--- config.mk ---
export PLATFORM = sky130hd
export DESIGN_NAME = tfbh_filter
export DESIGN_NICKNAME = d
export VERILOG_FILES = /design/src/rtl/core/assert_macros.svh /design/src/rtl/core/tfbh_pkg.sv /design/src/rtl/core/tfbh_filter.sv
export SDC_FILE = /design/constraint.sdc
export NUM_CORES = 1
export LEC_CHECK = 0
export BUFFER_PORTS_ARGS = -buffer_cell sky130_fd_sc_hd__buf_2
export CAP_MARGIN = 15
export CELL_PAD_IN_SITES_DETAIL_PLACEMENT = 0
export CELL_PAD_IN_SITES_GLOBAL_PLACEMENT = 2
export CORE_MARGIN = 4
export CORE_UTILIZATION = 30
export CTS_BUF_LIST = sky130_fd_sc_hd__clkbuf_16
export DETAILED_ROUTE_END_ITERATION = 8
export HOLD_SLACK_MARGIN = 0.02
export MAX_ROUTING_LAYER = met4
export PLACE_DENSITY = 0.91
export SETUP_SLACK_MARGIN = 0.05
export SLEW_MARGIN = 30
export SYNTH_ARGS = -nofsm -noshare
export SYNTH_HDL_FRONTEND = slang
export SYNTH_SLANG_ARGS = --single-unit
--- constraint.sdc ---
create_clock -name clk_i -period 3.4 [get_ports clk_i]
set_clock_uncertainty 0.15 [all_clocks]
set_input_delay 0.34 -clock clk_i [delete_from_list [all_inputs] [get_ports clk_i]]
set_output_delay 0.34 -clock clk_i [all_outputs]
set_load 0.1 [all_outputs]
--- src/rtl/core/assert_macros.svh ---
// Assertion helpers shared by the RTL. Synthesis builds see empty bodies.
`ifndef ASSERT_MACROS_SVH
`define ASSERT_MACROS_SVH

`ifndef SYNTHESIS

// Property that must hold at every clock edge outside reset.
`define ASSERT_HOLDS(name, clk, rst_n, prop, msg) \
  name: assert property (@(posedge clk) disable iff (!rst_n) prop) else $error(msg);

// Condition that must never be seen at a clock edge outside reset.
`define ASSERT_NEVER(name, clk, rst_n, cond, msg) \
  name: assert property (@(posedge clk) disable iff (!rst_n) !(cond)) else $error(msg);

`else

`define ASSERT_HOLDS(name, clk, rst_n, prop, msg)
`define ASSERT_NEVER(name, clk, rst_n, cond, msg)

`endif

`endif

--- src/rtl/core/tfbh_pkg.sv ---
package tfbh_pkg;

  localparam int unsigned COUNT_W = 20;

  localparam logic [7:0] CHAR_STAR    = 8'h2A;
  localparam logic [7:0] CHAR_NEWLINE = 8'h0A;
  localparam logic [7:0] CHAR_APOS    = 8'h27;

  localparam logic [4:0] SYM_APOS  = 5'd26;
  localparam logic [4:0] SYM_SPACE = 5'd27;

  typedef enum logic [1:0] {
    REQ_TEXT   = 2'd0,
    REQ_SINGLE = 2'd1,
    REQ_PAIR   = 2'd2,
    REQ_CLEAR  = 2'd3
  } req_e;

  typedef struct packed {
    logic [1:0] req_type;
    logic [7:0] text_byte;
    logic [4:0] first_symbol;
    logic [4:0] second_symbol;
  } in_req_t;

  typedef struct packed {
    logic [COUNT_W-1:0] count_value;
    logic               byte_kept;
    logic [4:0]         kept_symbol;
  } out_res_t;

  // What the stream filter decides for the byte on offer.
  typedef struct packed {
    logic       kept;
    logic [4:0] sym;
    logic       prev_valid;
    logic [4:0] prev_sym;
  } filt_dec_t;

  function automatic logic [4:0] map_byte(input logic [7:0] b);
    logic [4:0] sym;
    sym = SYM_SPACE;
    if (b >= 8'h61 && b <= 8'h7A) begin
      sym = 5'(b - 8'h61);
    end else if (b >= 8'h41 && b <= 8'h5A) begin
      sym = 5'(b - 8'h41);
    end else if (b == CHAR_APOS) begin
      sym = SYM_APOS;
    end
    return sym;
  endfunction

endpackage

--- src/rtl/core/tfbh_filter.sv ---
module tfbh_filter
  import tfbh_pkg::*;
(
  input  logic       clk_i,
  input  logic       rst_ni,
  input  logic       step_i,
  input  logic       clear_i,
  input  logic [7:0] byte_i,
  output filt_dec_t  dec_o
);

  logic       erasing_q, erasing_d;
  logic       nl_q, nl_d;
  logic       prev_valid_q, prev_valid_d;
  logic [4:0] prev_sym_q, prev_sym_d;

  logic       is_nl;
  logic [4:0] sym;
  logic       kept;

  assign is_nl = (byte_i == CHAR_NEWLINE);
  assign sym   = map_byte(byte_i);

  always_comb begin
    erasing_d = erasing_q;
    kept      = 1'b0;
    priority if (erasing_q) begin
      erasing_d = !is_nl;
    end else if (byte_i == CHAR_STAR && nl_q) begin
      erasing_d = 1'b1;
    end else begin
      // A space right after a kept space is folded into it.
      kept = !(sym == SYM_SPACE && prev_valid_q && prev_sym_q == SYM_SPACE);
    end
  end

  always_comb begin
    nl_d         = nl_q;
    prev_valid_d = prev_valid_q;
    prev_sym_d   = prev_sym_q;
    if (step_i) begin
      nl_d = is_nl;
      if (kept) begin
        prev_valid_d = 1'b1;
        prev_sym_d   = sym;
      end
    end
  end

  always_ff @(posedge clk_i or negedge rst_ni) begin
    if (!rst_ni) begin
      erasing_q    <= 1'b0;
      nl_q         <= 1'b1;
      prev_valid_q <= 1'b0;
      prev_sym_q   <= '0;
    end else if (clear_i) begin
      erasing_q    <= 1'b0;
      nl_q         <= 1'b1;
      prev_valid_q <= 1'b0;
      prev_sym_q   <= '0;
    end else begin
      if (step_i) begin
        erasing_q <= erasing_d;
      end
      nl_q         <= nl_d;
      prev_valid_q <= prev_valid_d;
      prev_sym_q   <= prev_sym_d;
    end
  end

  assign dec_o.kept       = kept;
  assign dec_o.sym        = sym;
  assign dec_o.prev_valid = prev_valid_q;
  assign dec_o.prev_sym   = prev_sym_q;

endmodule

==> summary.md, run 1 <==
| Metric | Value |
|---|---|
| DP Wirelength | 1.387 mm |
| Status | complete, no violations |
| VDD IR max | 0.2844 mV |
| CP max-delay cell | buf_2 |
| R2r startpoint | prev_sym_q[2] |
| Synth Area per Inst | 9.165 sq um |
| Asr flop ratio synth | 100.0% |
| Worst hold path depth | 2 |
| Area delta synth->final | 30.50% |
| Post-synth top area share | 24.82% |
| Die Width | 56.50 um |
| Setup ws final | 667.2 ps |
| Yosys top cell by area | dfrtp_1 |
| Crit path capture type | output pin |
| Routability-driven placement congestion ratio | 0.8279 |
| CTS Buf Count | 3 |
| Mapped Nets | 93 |
| CTS tree | built |
| Dominant cells by area after synthesis | dfrtp_1 (25%), ha_1 (7.1%), mux2i_1 (4.3%) |
| Avg WL per Cell | 13.06 um |
| Max_slew headroom | 60.88% |
| Worst path bufs/invs | 3 |
| Sink Count | 8 |
| Core area | 0.002233 sq mm |
| Share of cells above drive strength 1 | 33.33% |
| Post-synth EDFFs | 0 |
| Worst hold start | clear_i |
| Num rows | 17 |
| Most used cell, CP | buf_2 |
| Reg-to-Reg End | prev_sym_q[4] |
| Hold Path End | prev_valid_q |
| R2R depth | 4 |
| Post-synth cell types | 35 |
| Crit-path cells | buf_2 -> inv_1 -> ha_1 -> nor3b_2 -> a21oi_1 -> nand3_1 -> a31oi_1 -> buf_2 |
| Worst Path Arrival | 2240 ps |
| RSZ-0062 raised after global routing | no |
| Endpoints failing setup | 0 |
| CP Class | input pin to output pin |
| FF-to-FF setup slack | 1730 ps |
| Die height | 56.50 um |
| Fin crit period | 2733 ps |
| Clk_lat worst skew | 230 ps |
| Die area | 0.003192 sq mm |
| Peak Freq | 365.9 MHz |
| DRC errors left | 0 |
| Power per cell area | 465.2 mW/mm^2 |
| Routed vias | 656 |
| Worst-path maximum fanout | 8 |
| Final Max Tran Viols | 0 |
| Largest net degree at the start of global routing | 12 |
| Worst endpoint required time | 2910 ps |
| Yosys warnings | 0 |
| Worst-Margin Slew | 581.4 ps |
| Max Cap Viol | 0 |
| GRT Overall Usage | 12.25% |
| Crit share post-route | 80.38% |
| ANT cells | 0 |
| Synth Cell Area | 705.7 sq um |
| Post-Route WL | 1.698 mm |
| Vias per cell | 5.046 |
| Initial Utilization | 31.60% |
| Clock transition at path regs | 40 ps |
| Drt pass-1 iters | 4 |
| Initial DRC Count | 14 |
| Final core occ | 41.23% |
| Commonest cells in the netlist | dfrtp_1 (7), inv_1 (7), nor2_1 (7) |
| Gate Count Post-Synth | 77 |
| GRT Residual Overflow | 0 |
| FF+latch count, synth | 8 |
| Ys flop type | dfrtp_1 |
| Post-route setup TNS | 0 ps |
| I/O pin total | 24 |
| H-tree levels | 1 |
| Final Hold Viols | 0 |
| Post-synthesis sequential area ratio | 28.55% |
| Critical path's top delay family | buffers and inverters |
| CP peak stage delay | 450 ps |
| Antenna viol nets, final | 0 |
| Hold Path Class | input pin to flop |
| # fillers | 240 |
| Max clock buf depth | 2 |
| First-pass GRT wire length | 2.939 mm |
| Leakage power | 0.4079 nW |
| Antenna violations before repair | 0 |
| I/O Buffers | 23 |
| Crit start category | input pin |
| Root Driver | clkbuf_16 |
| Dpl ws | 683.8 ps |
| Number of global-route vias before repair | 668 |
| Post-CTS Resized | 0 |
| # nets final | 119 |
| Post-CTS setup buffer count | 0 |
## layout by cell type, fill, tap and decap left out, types with 2 or more instances in the layout
cell,count
xnor2_1,2
nand2_1,4
a31oi_1,2
clkbuf_16,3
ha_1,4
nand3b_1,2
nand3_1,4
inv_1,8
nand2b_1,3
nor2_1,7
a211o_1,2
nor3_1,2
nand4b_1,2
a211oi_1,2
and2_1,2
dfrtp_1,7
mux2i_1,3
a21oi_1,3
buf_2,23
## stage by stage
step / power, W / instances / hold slack, ps / instance area, sq um
floorplan: 0.0002016 / 77 / -105.6 / 705.7
global placement: 0.0002300 / 125 / 40.04 / 832.0
detailed placement: 0.0002303 / 125 / 43.95 / 832.0
CTS: 0.0004354 / 130 / 253.9 / 920.9
global route: 0.0004487 / 130 / 287.6 / 920.9
finish: 0.0004284 / 130 / 253.6 / 920.9
## sequential cells by signal, indices dropped and copies added (netlist names)
signal	count
prev_sym_q	5
erasing_q	1
nl_q	1
prev_valid_q	1
## layout make-up
cell class	instances	area (sq um)	share of cell area, %
clock buffers	3	75.07	8.152
flip-flops and latches	8	201.4	21.87
repair buffers	24	125.1	13.59
multi-input cells	59	454.2	49.32
inverters	7	26.28	2.853
clock inverters	1	3.754	0.4076
well taps	28	35.03	3.804
## layer usage
layer  up-vias  GRT usage, %  part of all wire [%]
met5         -             -                     0
met4         0         8.136                   2.2
met3         4         2.529                   7.2
met2        29         17.33                    44
met1       296         15.53                    46
li1        327             -                     -
## repair_timing
item                                    CTS  global route
endpoints found under the setup margin    0             0
hold buffers                              1             0
hold endpoints to repair                  8             0
## power by group
part / internal (W) / leakage (nW) / switching (W)
combinational: 0.0000283 / 0.264 / 0.0000939
sequential: 0.000102 / 0.101 / 0.00000486
clock: 0.000153 / 0.0423 / 0.0000460
## kinds of logic (layout without fill, tap and decap cells)
family          after synthesis  count (layout)  synth area share [%]
buf+inv                      10              35                 7.092
fa+ha+maj                     4               4                 7.092
simple gates                 34              34                 30.50
mux                           4               4                 6.383
compound gates               15              15                 17.91
xor+xnor                      2               2                 2.483
flops                         8               8                 28.55
## worst max-delay path by stage
stage	start	cells past startpoint	endpoint
finish	byte_i[0]	8	dec_o[11]
global route	byte_i[0]	8	dec_o[11]
CTS	byte_i[0]	8	dec_o[11]
detailed placement	byte_i[0]	8	dec_o[11]
global placement	byte_i[0]	8	dec_o[11]
floorplan	byte_i[0]	6	dec_o[6]
No activity file was read; power rests on OpenSTA's default activity.
==> inputs of run 2 (changes only) <==
--- a/config.mk
+++ b/config.mk
@@ -5,17 +5,18 @@
 export SDC_FILE = /design/constraint.sdc
 export NUM_CORES = 1
 export LEC_CHECK = 0
+export ABC_AREA = 1
 export BUFFER_PORTS_ARGS = -buffer_cell sky130_fd_sc_hd__buf_2
 export CAP_MARGIN = 15
 export CELL_PAD_IN_SITES_DETAIL_PLACEMENT = 0
 export CELL_PAD_IN_SITES_GLOBAL_PLACEMENT = 2
 export CORE_MARGIN = 4
-export CORE_UTILIZATION = 30
+export CORE_UTILIZATION = 26
 export CTS_BUF_LIST = sky130_fd_sc_hd__clkbuf_16
 export DETAILED_ROUTE_END_ITERATION = 8
 export HOLD_SLACK_MARGIN = 0.02
 export MAX_ROUTING_LAYER = met4
-export PLACE_DENSITY = 0.91
+export PLACE_DENSITY = 0.86
 export SETUP_SLACK_MARGIN = 0.05
 export SLEW_MARGIN = 30
 export SYNTH_ARGS = -nofsm -noshare
==> constraint.sdc (replaced) <==
create_clock -name clk_i -period 2.7 [get_ports clk_i]
set_clock_uncertainty 0.15 [all_clocks]
set_input_delay 0.27 -clock clk_i [delete_from_list [all_inputs] [get_ports clk_i]]
set_output_delay 0.27 -clock clk_i [all_outputs]
set_load 0.1 [all_outputs]
==> summary.md, run 2 <==
| Metric | Value |
|---|---|
| CP Class | input pin to output pin |
| Clk pwr share | 45.4% |
| Avg WL per Cell | 10.66 um |
| Post-synth cell types | 25 |
| Max reg flops | 5 |
| Count leader, synth | nand2_1 |
| Status | complete, no violations |
| Mapped Nets | 118 |
| Worst-Margin Slew | 488.2 ps |
| Power per cell area | 582.5 mW/mm^2 |
| Die area | 0.003706 sq mm |
| Antenna violations before repair | 0 |
| Worst Path Arrival | 1850 ps |
| Dominant cells by area after synthesis | dfrtp_1 (24%), nand2_1 (13%), ha_1 (6.9%) |
| Drt pass-1 iters | 3 |
| Fin crit period | 2274 ps |
| Post-CTS setup buffer count | 0 |
| Largest net degree at the start of global routing | 11 |
| Clk_lat worst skew | 230 ps |
| Worst endpoint required time | 2280 ps |
| Crit share post-route | 84.21% |
| Hold Path Class | input pin to flop |
| Post-synth EDFFs | 0 |
| Max clock buf depth | 2 |
| VDD IR max | 0.5179 mV |
| H-tree levels | 1 |
| Max_slew headroom | 67.68% |
| Die Width | 60.88 um |
| Post-Route WL | 1.684 mm |
| Clock transition at path regs | 40 ps |
| Commonest non-fill, non-tap cell in the layout | nand2_1 |
| Routability-driven placement congestion ratio | 0.7946 |
| Psw | 0.0001982 W |
| Commonest cells in the netlist | nand2_1 (25), inv_1 (11), nand3_1 (9) |
| Crit path capture type | output pin |
| Yosys warnings | 0 |
| Core area | 0.002567 sq mm |
| Most frequent cells in the layout | nand2_1 (25), buf_2 (23), inv_1 (12), nand3_1 (9) |
| Asr flop ratio synth | 100.0% |
| First-pass GRT wire length | 2.904 mm |
| ANT cells | 0 |
| Worst hold start | clear_i |
| Share of cells above drive strength 1 | 39.06% |
| FF+latch count, synth | 8 |
| Crit start category | input pin |
| Synth Area per Inst | 7.127 sq um |
| Number of global-route vias before repair | 691 |
| Routed vias | 694 |
| Pint | 0.0003572 W |
| Post-route setup TNS | 0 ps |
| Ys flop type | dfrtp_1 |
| RSZ-0062 raised after global routing | no |
| Area delta synth->final | 31.15% |
| CTS tree | built |
| Yosys top cell by area | dfrtp_1 |
| CTS Buf Count | 3 |
| Initial DRC Count | 5 |
| Sw frac | 35.68% |
| Worst Setup SP | byte_i[0] |
| I/O Buffers | 23 |
| Synth Cell Area | 726.9 sq um |
| Share of power burned in registers | 24.4% |
| # nets final | 145 |
| Gate Count Post-Synth | 102 |
| Vias per cell | 4.392 |
| Peak Freq | 439.8 MHz |
| Final Hold Viols | 0 |
| Final core occ | 37.13% |
| Root Driver | clkbuf_16 |
| Combinational share of power | 30.3% |
| Worst-path maximum fanout | 5 |
| Die height | 60.88 um |
| DP Wirelength | 1.422 mm |
| R2r startpoint | prev_valid_q |
| Antenna viol nets, final | 0 |
| DRC errors left | 0 |
| # fillers | 292 |
| Post-synthesis sequential area ratio | 27.71% |
| Initial Utilization | 28.31% |
| GRT Overall Usage | 10.72% |
| Reg with most FFs | prev_sym_q |
| Sink Count | 8 |
| Endpoints failing setup | 0 |
| Num rows | 18 |
| I/O pin total | 24 |
| Max Cap Viol | 0 |
| Final Max Tran Viols | 0 |
| Leakage power | 0.5152 nW |
| GRT Residual Overflow | 0 |
| Post-synth top area share | 24.10% |
==> run 2: cell count changes after synthesis, moves of 5 or more <==
| cell | before | now |
|---|---|---|
| nand3_2 | 0 | 5 |
| nand3_1 | 4 | 9 |
| inv_2 | 0 | 6 |
| nand2_1 | 4 | 25 |
==> run 2: cell type report <==
class / instances / area, sq um / share of cell area, %
multi-input combinational: 73 / 436.7 / 45.80
clock inverter: 1 / 3.754 / 0.3937
inverter: 19 / 73.82 / 7.743
timing repair buffer: 24 / 125.1 / 13.12
sequential: 8 / 201.4 / 21.13
tap: 30 / 37.54 / 3.937
clock buffer: 3 / 75.07 / 7.874
==> run 2: through the flow <==
step           hold WS (ps)   power, W  setup slack (ps)  instance area, sq um  instances
2_1_floorplan        -175.6  0.0002690             330.8                 726.9        102
3_3_place_gp         -28.89  0.0003061             454.1                 864.6        153
3_5_place_dp         -24.55  0.0003055             431.4                 864.6        153
4_1_cts               112.4  0.0005633             423.8                 953.4        158
5_1_grt               130.1  0.0005831             313.8                 953.4        158
6_report              116.1  0.0005554             426.4                 953.4        158
==> run 2: kinds of logic (layout without fill, tap and decap cells) <==
| kind of cell | Yosys count | after routing | share of synthesized area, % |
|---|---|---|---|
| compound gates | 4 | 4 | 3.443 |
| xor+xnor | 2 | 2 | 2.410 |
| fa+ha+maj | 4 | 4 | 6.885 |
| buf+inv | 21 | 47 | 12.22 |
| flops | 8 | 8 | 27.71 |
| mux | 1 | 1 | 1.377 |
| simple gates | 62 | 62 | 45.96 |
==> run 2: timing repair <==
action,in CTS,in global routing
hold endpoints to repair,8,0
resized for setup,0,0
hold buffers,1,0
==> run 2: critical path, cell delays in order <==
cell      delay (ps)
buf_2            120
inv_2             60
ha_1             260
nand3_2          100
nand2_2           60
inv_4             80
nand2_1           70
nor2_2           130
nor2_2            70
a21boi_1         160
buf_2            450
==> run 2: power by group through the flow <==
| stage | Clock [W] | Combinational, W | Sequential, W |
|---|---|---|---|
| after floorplan | 0 | 0.0000861 | 0.000183 |
| after global placement | 0 | 0.000169 | 0.000137 |
| after detailed placement | 0 | 0.000169 | 0.000137 |
| after CTS | 0.000258 | 0.000170 | 0.000136 |
| after global routing | 0.000265 | 0.000181 | 0.000137 |
| final | 0.000252 | 0.000168 | 0.000135 |
==> run 2: routing by layer <==
layer  vias up  global-route usage (%)  wire length [um]
li1        368                       -                 -
met1       315                   13.17               789
met2         9                   16.95               834
met3         2                   3.404                53
met4         0                   2.786                 7
met5         -                       -                 0
==> run 2: final timing paths <==
path,to,slack (ps),cells after the start
worst min register to register,nl_q,340,2
worst min-delay path,prev_valid_q,120,2
min in group asynchronous,prev_sym_q[1],270,2
worst max-delay path,dec_o[11],430,11
worst max register to register,prev_sym_q[2],1010,9
max in group asynchronous,nl_q,1890,2
==> inputs of run 3 (changes only) <==
==> constraint.sdc (replaced) <==
create_clock -name clk_i -period 2.2 [get_ports clk_i]
set_clock_uncertainty 0.15 [all_clocks]
set_input_delay 0.22 -clock clk_i [delete_from_list [all_inputs] [get_ports clk_i]]
set_output_delay 0.22 -clock clk_i [all_outputs]
set_load 0.1 [all_outputs]
==> summary.md, run 3 (synthesis gave the netlist of run 2 again) <==
| Metric | Value |
|---|---|
| Status | complete, no violations |
| Crit share post-route | 90.56% |
| I/O Buffers | 23 |
| CP Class | input pin to output pin |
| Core area | 0.002567 sq mm |
| Placed insts | 153 |
| Max_slew headroom | 67.59% |
| DRC errors left | 0 |
| I/O pin total | 24 |
| Hold WS | 61.61 ps |
| First-pass GRT wire length | 2.898 mm |
| Clk_lat worst skew | 230 ps |
| CTS Buf Count | 3 |
| GRT Overall Usage | 11.03% |
| Max Cap Viol | 0 |
| DP Wirelength | 1.486 mm |
| Leakage power | 0.5411 nW |
| Num rows | 18 |
| VDD IR max | 0.5230 mV |
| Most frequent cells in the layout | nand2_1 (25), buf_2 (19), inv_1 (12), nand3_1 (9), nor2_1 (7) |
| Routability-driven placement congestion ratio | 0.8346 |
| GRT Residual Overflow | 0 |
| Root Driver | clkbuf_16 |
| # nets final | 145 |
| Post-CTS setup buffer count | 0 |
| Post-Layout Cell Count | 158 |
| Number of global-route vias before repair | 705 |
| Vias per cell | 4.462 |
| H-tree levels | 1 |
| Share of cells above drive strength 1 | 42.19% |
| Crit start category | input pin |
| Die Width | 60.88 um |
| Final Hold Viols | 0 |
| ANT cells | 0 |
| Clock transition at path regs | 40 ps |
| Post-Route WL | 1.794 mm |
| Peak Freq | 501.9 MHz |
| Endpoints failing setup | 0 |
| Drt pass-1 iters | 4 |
| Antenna violations before repair | 0 |
| Initial DRC Count | 25 |
| Reg with most FFs | prev_sym_q |
| Instance area at placement | 943.4 sq um |
| Antenna viol nets, final | 0 |
| Worst Path Arrival | 1620 ps |
| Max clock buf depth | 2 |
| R2R depth | 9 |
| Worst-Margin Slew | 489.5 ps |
| CTS tree | built |
| Area delta synth->final | 42.51% |
| Register Area | 205.2 sq um |
| Die area | 0.003706 sq mm |
| Max reg flops | 5 |
| Area occupied by multi-input gates | 455.4 sq um |
| Hold Path Class | input pin to flop |
| Fin crit period | 1992 ps |
| Initial Utilization | 28.31% |
| Avg WL per Cell | 11.35 um |
| # fillers | 286 |
| Power per cell area | 679.1 mW/mm^2 |
| Final Max Tran Viols | 0 |
| Final Cell Area | 0.001036 sq mm |
| Sink Count | 8 |
| Commonest non-fill, non-tap cell in the layout | nand2_1 |
| Worst endpoint required time | 1830 ps |
| Largest net degree at the start of global routing | 11 |
| Post-route setup TNS | 0 ps |
| Final core occ | 40.35% |
| Worst hold path depth | 2 |
| Crit path capture type | output pin |
| Die height | 60.88 um |
| Worst-path maximum fanout | 5 |
| Routed vias | 705 |
| RSZ-0062 raised after global routing | no |
-- run 3: cell counts in the layout (fill, tap and decap cells not counted) --
No cell type changed its count.
-- run 3: final timing paths --
kind                               startpoint            end  slack, ps
worst min register to register           nl_q           nl_q        350
worst min-delay path                  clear_i   prev_valid_q         60
worst max register to register  prev_sym_q[0]  prev_sym_q[4]        510
max in group asynchronous              rst_ni           nl_q       1440
min in group asynchronous              rst_ni  prev_sym_q[2]        210
worst max-delay path                byte_i[0]      dec_o[11]        210
-- run 3: final cells by class --
cell class,instances,share of cell area [%]
inverters,19,7.126
clock buffers,3,7.246
repair buffers,24,17.87
multi-input cells,73,43.96
well taps,30,3.623
flip-flops and latches,8,19.81
clock inverters,1,0.3623
-- run 3: what timing repair did --
item,in CTS,in global routing
endpoints found under the hold margin,8,0
gates resized for setup,0,1
setup endpoints to repair,0,1
hold buffers,1,0
-- run 3: per-stage QoR --
step                       power, W  worst slack (ps)
after detailed placement  0.0003912             107.3
after floorplan           0.0003351             50.80
final                     0.0007036             207.7
after global placement    0.0003893             151.2
after global routing      0.0007336             78.16
after CTS                 0.0007120             106.0
-- run 3: worst max-delay path, cell delays in order --
cell      delay, ps
buf_2           130
inv_2            80
ha_1            160
nand2_1          50
nand3_1          70
nand2_1          70
nand2_2         140
nand2_1          90
nor2_2          140
nor2_2           70
a21boi_2        190
buf_12          190
-- run 3: report_power, final --
group | total [W] | internal (W) | switching, W
registers | 0.000168 | 0.000160 | 0.00000736
clock network | 0.000315 | 0.000237 | 0.0000776
logic | 0.000221 | 0.0000525 | 0.000169
-- run 3: layer usage --
metal | global-route usage (%) | up-vias | wire length (um) | part of all wire (%)
met3 | 3.191 | 4 | 86 | 4.8
met4 | 4.644 | 0 | 38 | 2.1
met2 | 17.86 | 12 | 896 | 50
li1 | - | 368 | - | -
met1 | 12.66 | 321 | 773 | 43
met5 | - | - | 0 | 0
